==> src/sv/incubation_slot_timer_scheduler_core_assert.svh <==
// assertion macros used by the scheduler controller
`ifndef INCUBATION_SLOT_TIMER_SCHEDULER_CORE_ASSERT_SVH
`define INCUBATION_SLOT_TIMER_SCHEDULER_CORE_ASSERT_SVH

// assertion on an explicit clock and active-low reset
`define ISTS_ASSERT_CR(label, clk, rst_n, prop, msg) \
  label: assert property (@(posedge clk) disable iff (!rst_n) prop) else $error(msg);

// assertion on the block clock and reset
`define ISTS_ASSERT(label, prop, msg) `ISTS_ASSERT_CR(label, clk_i, rst_ni, prop, msg)

`endif

==> src/sv/ists_pkg.sv <==
// ----------------------------------------------------------------------------
// ists_pkg
// Types and constants of the incubation slot timer scheduler.
// ----------------------------------------------------------------------------
package ists_pkg;

  localparam int SLOT_COUNT = 16;
  localparam int SLOT_W     = (SLOT_COUNT > 1) ? $clog2(SLOT_COUNT) : 1;
  localparam int ACT_W      = 4;
  localparam int SLOT_IN_W  = 4;
  localparam int ORDER_W    = 32;
  localparam int DUR_W      = 16;
  localparam int GRACE_W    = 16;
  localparam int TIME_W     = 32;
  localparam int MASK_W     = 16;
  localparam int MASK_IDX_W = $clog2(MASK_W);
  localparam int LIM_W      = DUR_W + 1;
  localparam int KEY_W      = TIME_W + 2;

  localparam logic [GRACE_W-1:0] GRACE_RESET = GRACE_W'(60);
  localparam logic [SLOT_W-1:0]  LAST_IDX    = SLOT_W'(SLOT_COUNT - 1);

  typedef enum logic [ACT_W-1:0] {
    ACT_TICK      = 4'd0,
    ACT_LOAD      = 4'd1,
    ACT_START     = 4'd2,
    ACT_CLEAR     = 4'd3,
    ACT_CLEAR_ALL = 4'd4,
    ACT_INACT     = 4'd5,
    ACT_QUERY     = 4'd6,
    ACT_PICK_FIN  = 4'd7,
    ACT_PICK_TO   = 4'd8
  } action_e;

  typedef enum logic [1:0] {
    PH_UNUSED   = 2'd0,
    PH_RUNNING  = 2'd1,
    PH_FINISHED = 2'd2,
    PH_TIMEOUT  = 2'd3
  } phase_e;

  typedef enum logic [1:0] {
    ST_IDLE = 2'd0,
    ST_SCAN = 2'd1,
    ST_DONE = 2'd2
  } ctrl_state_e;

  typedef struct packed {
    logic capture;
    logic step;
    logic publish;
  } dp_cmd_t;

  typedef struct packed {
    logic last;
  } dp_status_t;

endpackage

==> src/sv/ists_ctrl.sv <==
// ----------------------------------------------------------------------------
// ists_ctrl
// Sequencer: takes a word, steps the datapath over its slots, then loads
// the result register when it is free.
// ----------------------------------------------------------------------------
`include "incubation_slot_timer_scheduler_core_assert.svh"

module ists_ctrl (
  input  logic                 clk_i,
  input  logic                 rst_ni,
  input  logic                 in_valid_i,
  output logic                 in_ready_o,
  output logic                 out_valid_o,
  input  logic                 out_ready_i,
  output ists_pkg::dp_cmd_t    cmd_o,
  input  ists_pkg::dp_status_t status_i
);
  import ists_pkg::*;

  ctrl_state_e state_q, state_d;
  logic        out_valid_q, out_valid_d;

  always_comb begin
    state_d = state_q;
    unique case (state_q)
      ST_IDLE: if (in_valid_i) state_d = ST_SCAN;
      ST_SCAN: if (status_i.last) state_d = ST_DONE;
      ST_DONE: if (!out_valid_q || out_ready_i) state_d = ST_IDLE;
      default: state_d = ST_IDLE;
    endcase
  end

  always_comb begin
    in_ready_o    = (state_q == ST_IDLE);
    cmd_o.capture = in_valid_i && (state_q == ST_IDLE);
    cmd_o.step    = (state_q == ST_SCAN);
    cmd_o.publish = (state_q == ST_DONE) && (!out_valid_q || out_ready_i);
    out_valid_d   = cmd_o.publish ? 1'b1 : (out_ready_i ? 1'b0 : out_valid_q);
  end

  always_ff @(posedge clk_i or negedge rst_ni) begin
    if (!rst_ni) begin
      state_q     <= ST_IDLE;
      out_valid_q <= 1'b0;
    end else begin
      state_q     <= state_d;
      out_valid_q <= out_valid_d;
    end
  end

  assign out_valid_o = out_valid_q;

  `ISTS_ASSERT(a_accept_starts_scan, cmd_o.capture |=> (state_q == ST_SCAN), "accepted word did not start its scan")
  `ISTS_ASSERT(a_last_step_done, cmd_o.step && status_i.last |=> (state_q == ST_DONE), "scan ran past its last slot")
  `ISTS_ASSERT(a_done_waits, (state_q == ST_DONE) && out_valid_q && !out_ready_i |=> (state_q == ST_DONE), "result dropped while output stalled")
  `ISTS_ASSERT(a_valid_from_done, $rose(out_valid_q) |-> ($past(state_q) == ST_DONE), "result word raised outside the done state")

endmodule

==> src/sv/ists_dp.sv <==
// ----------------------------------------------------------------------------
// ists_dp
// Slot table, time counter and one shared slot update and compare unit
// that handles one slot per step.
// ----------------------------------------------------------------------------
module ists_dp (
  input  logic                                clk_i,
  input  logic                                rst_ni,
  input  ists_pkg::dp_cmd_t                   cmd_i,
  output ists_pkg::dp_status_t                status_o,
  input  logic                                cfg_we_i,
  input  logic [ists_pkg::GRACE_W-1:0]        cfg_wdata_i,
  input  logic [ists_pkg::ACT_W-1:0]          action_i,
  input  logic [ists_pkg::SLOT_IN_W-1:0]      slot_i,
  input  logic [ists_pkg::ORDER_W-1:0]        order_id_i,
  input  logic [ists_pkg::DUR_W-1:0]          duration_i,
  input  logic                                dilution_cup_i,
  output logic                                found_o,
  output logic [ists_pkg::SLOT_IN_W-1:0]      picked_slot_o,
  output logic [1:0]                          slot_phase_o,
  output logic [ists_pkg::MASK_W-1:0]         started_mask_o,
  output logic [ists_pkg::MASK_W-1:0]         timeout_mask_o
);
  import ists_pkg::*;

  // captured word
  logic [ACT_W-1:0]     act_q;
  logic [SLOT_IN_W-1:0] slot_q;
  logic [ORDER_W-1:0]   order_q;
  logic [DUR_W-1:0]     dur_q;
  logic                 dil_q;

  logic [GRACE_W-1:0]   grace_q;
  logic [TIME_W-1:0]    now_q;
  logic [SLOT_W-1:0]    idx_q;

  // slot table
  logic [ORDER_W-1:0] s_order_q [SLOT_COUNT];
  logic [DUR_W-1:0]   s_dur_q   [SLOT_COUNT];
  logic               s_dil_q   [SLOT_COUNT];
  logic               s_en_q    [SLOT_COUNT];
  logic               s_inact_q [SLOT_COUNT];
  phase_e             s_phase_q [SLOT_COUNT];
  logic [TIME_W-1:0]  s_start_q [SLOT_COUNT];

  // scan accumulators
  logic                    found_q, found_d;
  logic signed [KEY_W-1:0] best_q, best_d;
  logic [SLOT_W-1:0]       bi_q, bi_d;
  logic [MASK_W-1:0]       started_q, started_d;
  logic [MASK_W-1:0]       tmo_q, tmo_d;
  phase_e                  qphase_q, qphase_d;

  logic              scan_act, slot_ok, wr_en;
  logic [SLOT_W-1:0] sel_idx;
  logic [ORDER_W-1:0] cur_order, n_order;
  logic [DUR_W-1:0]   cur_dur, n_dur;
  logic               cur_dil, n_dil, cur_en, n_en, cur_inact, n_inact;
  phase_e             cur_phase, n_phase, ph;
  logic [TIME_W-1:0]  cur_start, n_start, elapsed;
  logic [LIM_W-1:0]   fin_lim;
  logic signed [KEY_W-1:0] left_v, key_v;
  logic [MASK_IDX_W-1:0]   mbit;
  logic               in_mask;
  phase_e             want;

  always_comb begin
    unique case (act_q)
      ACT_TICK, ACT_CLEAR_ALL, ACT_INACT, ACT_PICK_FIN, ACT_PICK_TO: scan_act = 1'b1;
      default: scan_act = 1'b0;
    endcase
  end

  assign slot_ok         = (32'(slot_q) < SLOT_COUNT);
  assign sel_idx         = scan_act ? idx_q : SLOT_W'(slot_q);
  assign status_o.last   = !scan_act || (idx_q == LAST_IDX);

  assign cur_order = s_order_q[sel_idx];
  assign cur_dur   = s_dur_q[sel_idx];
  assign cur_dil   = s_dil_q[sel_idx];
  assign cur_en    = s_en_q[sel_idx];
  assign cur_inact = s_inact_q[sel_idx];
  assign cur_phase = s_phase_q[sel_idx];
  assign cur_start = s_start_q[sel_idx];

  assign elapsed = now_q - cur_start;
  assign fin_lim = LIM_W'(cur_dur) + LIM_W'(grace_q);
  // deadline distance, negative once overdue
  assign left_v  = KEY_W'(fin_lim) - KEY_W'(elapsed);
  assign key_v   = (act_q == ACT_PICK_FIN) ? left_v : $signed(KEY_W'(cur_start));
  assign want    = (act_q == ACT_PICK_FIN) ? PH_FINISHED : PH_TIMEOUT;
  assign mbit    = MASK_IDX_W'(sel_idx);
  assign in_mask = (32'(sel_idx) < MASK_W);

  always_comb begin
    wr_en     = 1'b0;
    n_order   = cur_order;
    n_dur     = cur_dur;
    n_dil     = cur_dil;
    n_en      = cur_en;
    n_inact   = cur_inact;
    n_phase   = cur_phase;
    n_start   = cur_start;
    ph        = cur_phase;
    found_d   = found_q;
    best_d    = best_q;
    bi_d      = bi_q;
    started_d = started_q;
    tmo_d     = tmo_q;
    qphase_d  = qphase_q;
    if (cmd_i.step) begin
      unique case (act_q)
        ACT_TICK: begin
          if (cur_en) begin
            wr_en = 1'b1;
            if (cur_phase == PH_UNUSED) begin
              n_start = now_q;
              if (cur_dil) begin
                ph = PH_TIMEOUT;
              end else begin
                ph = PH_RUNNING;
                if (in_mask) started_d[mbit] = 1'b1;
              end
            end else if (cur_phase == PH_FINISHED && elapsed >= TIME_W'(fin_lim)) begin
              ph = PH_TIMEOUT;
              if (in_mask) tmo_d[mbit] = 1'b1;
            end else if (cur_phase == PH_RUNNING && elapsed >= TIME_W'(cur_dur)) begin
              ph = PH_FINISHED;
            end
            // inactive slots are forced out without a timeout report
            if (cur_inact) ph = PH_TIMEOUT;
            n_phase = ph;
          end
        end
        ACT_LOAD: begin
          if (slot_ok) begin
            wr_en   = 1'b1;
            n_order = order_q;
            n_dur   = dur_q;
            n_dil   = dil_q;
            n_en    = 1'b0;
            n_inact = 1'b0;
            n_phase = PH_UNUSED;
            n_start = '0;
          end
        end
        ACT_START: begin
          if (slot_ok) begin
            wr_en = 1'b1;
            n_en  = 1'b1;
          end
        end
        ACT_CLEAR, ACT_CLEAR_ALL: begin
          if (slot_ok || scan_act) begin
            wr_en   = 1'b1;
            n_order = '0;
            n_dur   = '0;
            n_dil   = 1'b0;
            n_en    = 1'b0;
            n_inact = 1'b0;
            n_phase = PH_UNUSED;
            n_start = '0;
          end
        end
        ACT_INACT: begin
          if (cur_order == order_q) begin
            wr_en   = 1'b1;
            n_inact = 1'b1;
          end
        end
        ACT_QUERY: begin
          qphase_d = slot_ok ? cur_phase : PH_UNUSED;
        end
        ACT_PICK_FIN, ACT_PICK_TO: begin
          // later slot wins a tie
          if (cur_phase == want && (!found_q || key_v <= best_q)) begin
            found_d = 1'b1;
            best_d  = key_v;
            bi_d    = sel_idx;
          end
        end
        default: ;
      endcase
    end
  end

  always_ff @(posedge clk_i or negedge rst_ni) begin
    if (!rst_ni) begin
      grace_q <= GRACE_RESET;
      now_q   <= '0;
      idx_q   <= '0;
      act_q   <= '0;
      for (int i = 0; i < SLOT_COUNT; i++) begin
        s_order_q[i] <= '0;
        s_dur_q[i]   <= '0;
        s_dil_q[i]   <= 1'b0;
        s_en_q[i]    <= 1'b0;
        s_inact_q[i] <= 1'b0;
        s_phase_q[i] <= PH_UNUSED;
        s_start_q[i] <= '0;
      end
    end else begin
      if (cfg_we_i) grace_q <= cfg_wdata_i;
      if (cmd_i.capture) begin
        act_q <= action_i;
        idx_q <= '0;
        // time advances before the slots are stepped
        if (action_i == ACT_TICK) now_q <= now_q + TIME_W'(1);
      end else if (cmd_i.step) begin
        idx_q <= idx_q + SLOT_W'(1);
      end
      if (wr_en) begin
        s_order_q[sel_idx] <= n_order;
        s_dur_q[sel_idx]   <= n_dur;
        s_dil_q[sel_idx]   <= n_dil;
        s_en_q[sel_idx]    <= n_en;
        s_inact_q[sel_idx] <= n_inact;
        s_phase_q[sel_idx] <= n_phase;
        s_start_q[sel_idx] <= n_start;
      end
    end
  end

  // word payload and accumulators
  always_ff @(posedge clk_i) begin
    if (cmd_i.capture) begin
      slot_q    <= slot_i;
      order_q   <= order_id_i;
      dur_q     <= duration_i;
      dil_q     <= dilution_cup_i;
      found_q   <= 1'b0;
      best_q    <= '0;
      bi_q      <= '0;
      started_q <= '0;
      tmo_q     <= '0;
      qphase_q  <= PH_UNUSED;
    end else begin
      found_q   <= found_d;
      best_q    <= best_d;
      bi_q      <= bi_d;
      started_q <= started_d;
      tmo_q     <= tmo_d;
      qphase_q  <= qphase_d;
    end
  end

  // result register
  always_ff @(posedge clk_i) begin
    if (cmd_i.publish) begin
      found_o        <= 1'b0;
      picked_slot_o  <= '0;
      slot_phase_o   <= PH_UNUSED;
      started_mask_o <= started_q;
      timeout_mask_o <= tmo_q;
      if (act_q == ACT_QUERY) begin
        picked_slot_o <= slot_q;
        slot_phase_o  <= qphase_q;
      end else if ((act_q == ACT_PICK_FIN || act_q == ACT_PICK_TO) && found_q) begin
        found_o       <= 1'b1;
        picked_slot_o <= SLOT_IN_W'(bi_q);
        slot_phase_o  <= want;
      end
    end
  end

endmodule

==> src/sv/incubation_slot_timer_scheduler_core.sv <==
// ----------------------------------------------------------------------------
// incubation_slot_timer_scheduler_core
// Incubation slot table with one-second tick, slot commands and picks.
//
//   channel  direction  handshake               payload
//   in       input      in_valid_i/in_ready_o   action, slot, order_id,
//                                               duration, dilution_cup
//   out      output     out_valid_o/out_ready_i found, picked_slot, slot_phase,
//                                               started_mask, timeout_mask
//   cfg      input      cfg_we_i                cfg_wdata_i (grace seconds)
//
// A word for load, start, clear, query or an unknown code steps the shared slot
// unit once; tick, clear all, inactivate and both picks step it over all slots,
// one slot read, updated or compared per cycle.
// A new word is taken while the previous result waits in the output register.
// Reset empties the table, zeroes the time counter and sets grace to 60.
// ----------------------------------------------------------------------------
module incubation_slot_timer_scheduler_core (
  input  logic                           clk_i,
  input  logic                           rst_ni,
  input  logic                           in_valid_i,
  output logic                           in_ready_o,
  input  logic [ists_pkg::ACT_W-1:0]     action_i,
  input  logic [ists_pkg::SLOT_IN_W-1:0] slot_i,
  input  logic [ists_pkg::ORDER_W-1:0]   order_id_i,
  input  logic [ists_pkg::DUR_W-1:0]     duration_i,
  input  logic                           dilution_cup_i,
  output logic                           out_valid_o,
  input  logic                           out_ready_i,
  output logic                           found_o,
  output logic [ists_pkg::SLOT_IN_W-1:0] picked_slot_o,
  output logic [1:0]                     slot_phase_o,
  output logic [ists_pkg::MASK_W-1:0]    started_mask_o,
  output logic [ists_pkg::MASK_W-1:0]    timeout_mask_o,
  input  logic                           cfg_we_i,
  input  logic [ists_pkg::GRACE_W-1:0]   cfg_wdata_i
);
  import ists_pkg::*;

  dp_cmd_t    cmd;
  dp_status_t status;

  ists_ctrl u_ctrl (
    .clk_i       (clk_i),
    .rst_ni      (rst_ni),
    .in_valid_i  (in_valid_i),
    .in_ready_o  (in_ready_o),
    .out_valid_o (out_valid_o),
    .out_ready_i (out_ready_i),
    .cmd_o       (cmd),
    .status_i    (status)
  );

  ists_dp u_dp (
    .clk_i          (clk_i),
    .rst_ni         (rst_ni),
    .cmd_i          (cmd),
    .status_o       (status),
    .cfg_we_i       (cfg_we_i),
    .cfg_wdata_i    (cfg_wdata_i),
    .action_i       (action_i),
    .slot_i         (slot_i),
    .order_id_i     (order_id_i),
    .duration_i     (duration_i),
    .dilution_cup_i (dilution_cup_i),
    .found_o        (found_o),
    .picked_slot_o  (picked_slot_o),
    .slot_phase_o   (slot_phase_o),
    .started_mask_o (started_mask_o),
    .timeout_mask_o (timeout_mask_o)
  );

endmodule

==> config.mk <==
export PLATFORM = sky130hd
export DESIGN_NAME = incubation_slot_timer_scheduler_core
export DESIGN_NICKNAME = d
export VERILOG_FILES = /design/src/sv/ists_pkg.sv /design/src/sv/ists_ctrl.sv /design/src/sv/ists_dp.sv /design/src/sv/incubation_slot_timer_scheduler_core.sv
export VERILOG_INCLUDE_DIRS = /design/src /design/src/sv
export SDC_FILE = /design/constraint.sdc
export NUM_CORES = 2
export LEC_CHECK = 0
export BUFFER_PORTS_ARGS = -buffer_cell sky130_fd_sc_hd__buf_2
export CORE_AREA = 2 2 353 355
export CTS_BUF_LIST = sky130_fd_sc_hd__clkbuf_8 sky130_fd_sc_hd__clkbuf_16
export DETAILED_ROUTE_END_ITERATION = 6
export DIE_AREA = 0 0 355 357
export PLACE_DENSITY = 0.8
export SYNTH_ARGS = -nofsm -noshare
export SYNTH_HDL_FRONTEND = slang
export SYNTH_SLANG_ARGS = --single-unit
==> constraint.sdc <==
create_clock -name clk_i -period 12.8 [get_ports clk_i]
set_clock_uncertainty 0.15 [all_clocks]
set_input_delay 0.64 -clock clk_i [delete_from_list [all_inputs] [get_ports clk_i]]
set_output_delay 0.64 -clock clk_i [all_outputs]
set_load 0.05 [all_outputs]
==> impl_metrics.toml <==
[timing]
fin_crit_ns = 11.43
drv_slew = 0
setup_viol = 0
rsz0062_at_grt = "false"
maxSlewHeadroom_pct = 18.9
tns_ns = 0
finalHoldViolCount = 0
period_share_pct = 89.3
worst_pin_slew_ns = 1.22
fmaxAchievable_mhz = 87.5
layout_setup_ws_ns = 1.37

[yosys]
synth_edf_count = 92
synthFlopType = "dfrtp_1"
ys_ff_latch = 1583
yosysSeqAreaShare_pct = 50.8
synthesis.nets = 7045
async_flop_share_pct = 89.6
yosysTopAreaCell = "dfrtp_1"
syn_area_mm2 = 0.0781
yosysWarnings = 0
synth_area_per_cell_um2 = 11.4
synth_cell_types = 94
synthCells = 6851
yosysTopAreaCellShare_pct = 45.3
synth_area_leaders = "dfrtp_1 45%, mux2_2 20%, mux2i_1 6.0%, nand2_1 5.2%, edfxtp_1 3.5%"

[cts]
cts_resized = 0
clockBufferDepth = 3
cts_sinks = 1583
htreeDepth = 4
clk_pin_slew_ns = 0.06
cts_setup_buffers = 0
cts_tree = "yes"
cts_inserted_buffers = 162
clkLatencyLatePin_ns = 0.83
clk_root_buffer_cell = "clkbuf_16"

[worst_setup_path]
crit_type = "flip-flop to flip-flop"
worstPathRequired_ns = 13.31
cp_max_fo = 46
cp_slowest_cell = "dfrtp_1"
crit_path_frequent_cell = "o21ai_0"
startpoint_type = "flip-flop"
arrival_ns = 11.95
max_stage_delay_ns = 0.70
endpoint_kind = "flip-flop"

[routing]
firstDrtPassIters = 6
vias_per_cell = 6.42
post_drt_wl_per_cell_um = 25.0
wl_um = 214000
ant_nets = 0
drc_errors = 0
drt_iter0_drc = 5562
num_vias = 55140

[floorplanning]
fp.dieArea_mm2 = 0.127
start_util_pct = 63.5
die_w_um = 355
io_pins = 119
rows = 129
dieHeight_um = 357
core_region_area_mm2 = 0.123

[global_route]
antenna_found_initial = 6
grt_max_degree = 172
grt_pass1_vias = 55292
grt_pass1_wl_um = 329000
track_usage_pct = 33.7
overflow = 0

[placed_design]
io_buffers = 118
placed_area_mm2 = 0.0799
gp_congestion = 0.970
place.detailed.hpwl_um = 126000
dpl_worst_slack_ns = 1.56

[layout]
syn2layout_area_growth_pct = 10.3
fin_nets = 7000
finalInstanceArea_mm2 = 0.0862
drive_gt1_share_pct = 28.3

[run]
cap_violations = 0

[min_path]
hold_class = "primary input to flip-flop"

[outcome]
status = "finished, final reports clean"
==> cells in the mapped netlist, types with 13 or more instances <==
library cell  instances
nand2_1            1076
a21o_1               39
ha_1                113
nor3_1               31
nand2b_1             22
dfxtp_1              72
and3_1              131
nand3_1             242
a32o_1               13
mux2i_1             467
a22o_1               37
inv_1               134
dfrtp_1            1415
nand4_1              31
clkbuf_1            349
or3_1                22
buf_2               116
xor2_1               32
nor2_1              139
edfxtp_1             92
o21ai_0             103
a311oi_1            158
buf_1                65
a31oi_1              75
and2_1               15
a21oi_1             165
mux2_2             1371
nor2b_1              20
xnor2_1              82
o31ai_1              53
==> cell usage in the layout, fill, tap and decap left out, drive strengths merged, types with 39 or more instances in the layout <==
cell type       n
dfrtp        1415
mux2         1378
nand2        1077
mux2i         467
buf           257
nand3         243
clkbuf        204
inv           170
a21oi         168
a311oi        158
nor2          139
and3          131
ha            113
o21ai         106
edfxtp         92
xnor2          82
a31oi          75
dlygate4sd3    74
dfxtp          72
o31ai          53
clkinv         50
a21o           39
==> registers in the layout, indices dropped and copies added (netlist names), 16 cells and up <==
| register | cells |
|---|---|
| u_dp.started_mask_o | 16 |
| u_dp.timeout_mask_o | 16 |
| u_dp.tmo_q | 16 |
| u_dp.grace_q | 16 |
| u_dp.dur_q | 16 |
| u_dp.started_q | 16 |
| u_dp.order_q | 32 |
| u_dp.s_inact_q | 16 |
| u_dp.s_en_q | 16 |
| u_dp.s_order_q | 512 |
| u_dp.now_q | 32 |
| u_dp.s_start_q | 512 |
| u_dp.best_q | 33 |
| u_dp.s_dur_q | 256 |
| u_dp.s_dil_q | 16 |
| u_dp.s_phase_q | 32 |
==> worst paths after layout <==
path,from,to,slack [ns],cells after the start
setup / recovery,u_dp.act_q[0],u_dp.best_q[13],1.37,52
hold / removal,cfg_wdata_i[1],u_dp.grace_q[1],0.21,3
setup reg to reg,u_dp.act_q[0],u_dp.best_q[13],1.37,52
hold reg to reg,u_dp.started_q[5],u_dp.started_mask_o[5],0.28,0
max in group asynchronous,rst_ni,u_dp.s_order_q[228],8.93,5
min in group asynchronous,rst_ni,u_dp.s_dil_q[8],0.22,2
==> critical path: cells and delay by family, from the launching register on <==
family                     cells  cell delay, ns
adders and majority gates      4            1.40
DFF                            1            0.70
AOI/OAI and AO/OA             27            6.04
xor gates and xnor gates       2            0.32
and+or+nand+nor               16            1.90
buffers and inverters          3            0.74
==> repair_timing <==
| action | 4_1_cts | 5_1_grt |
|---|---|---|
| hold buffers | 74 | 0 |
| hold endpoints to repair | 214 | 0 |
| setup endpoints to repair | 0 | 0 |
==> layout make-up <==
cell class / instances / area (um2)
tap: 1637 / 2050
sequential: 1583 / 39700
fill: 8487 / 36800
antenna: 1 / 2.50
timing repair buffer: 331 / 2500
clock buffer: 204 / 4680
multi-input combinational: 4592 / 35900
inverter: 136 / 513
clock inverter: 99 / 897
==> routing by layer <==
layer  wire (um)  track usage [%]  up-vias
met5          70                0        -
met4        9040             14.0       10
met3       15600             6.11      494
met2      103000             54.9     2143
met1       87000             44.7    28279
li1            -                -    24214
==> cells by family (layout without fill, tap and decap cells) <==
kind of cell | after synthesis | after routing | synth area share, %
buffers and inverters | 676 | 770 | 3.50
AOI/OAI and AO/OA | 741 | 741 | 6.64
and+or+nand+nor | 1773 | 1773 | 9.99
xor gates and xnor gates | 114 | 114 | 1.28
DFF | 1583 | 1583 | 50.8
adders and majority gates | 119 | 119 | 1.93
other | 0 | 1 | 0
muxes | 1845 | 1845 | 25.8
==> through the flow <==
| stage | instances | hold slack (ns) | utilization [%] |
|---|---|---|---|
| 6_report | 8583 | 0.205 | 70.1 |
| 5_1_grt | 8582 | 0.166 | 70.1 |
| 4_1_cts | 8582 | 0.137 | 70.1 |
| 3_5_place_dp | 8205 | 0.266 | 65.0 |
| 3_3_place_gp | 8205 | 0.266 | 65.0 |
| 2_1_floorplan | 6851 | 0.194 | - |
Power is not shown: default switching activity piles up to over one toggle a cycle in this logic, so the estimate is an artifact.
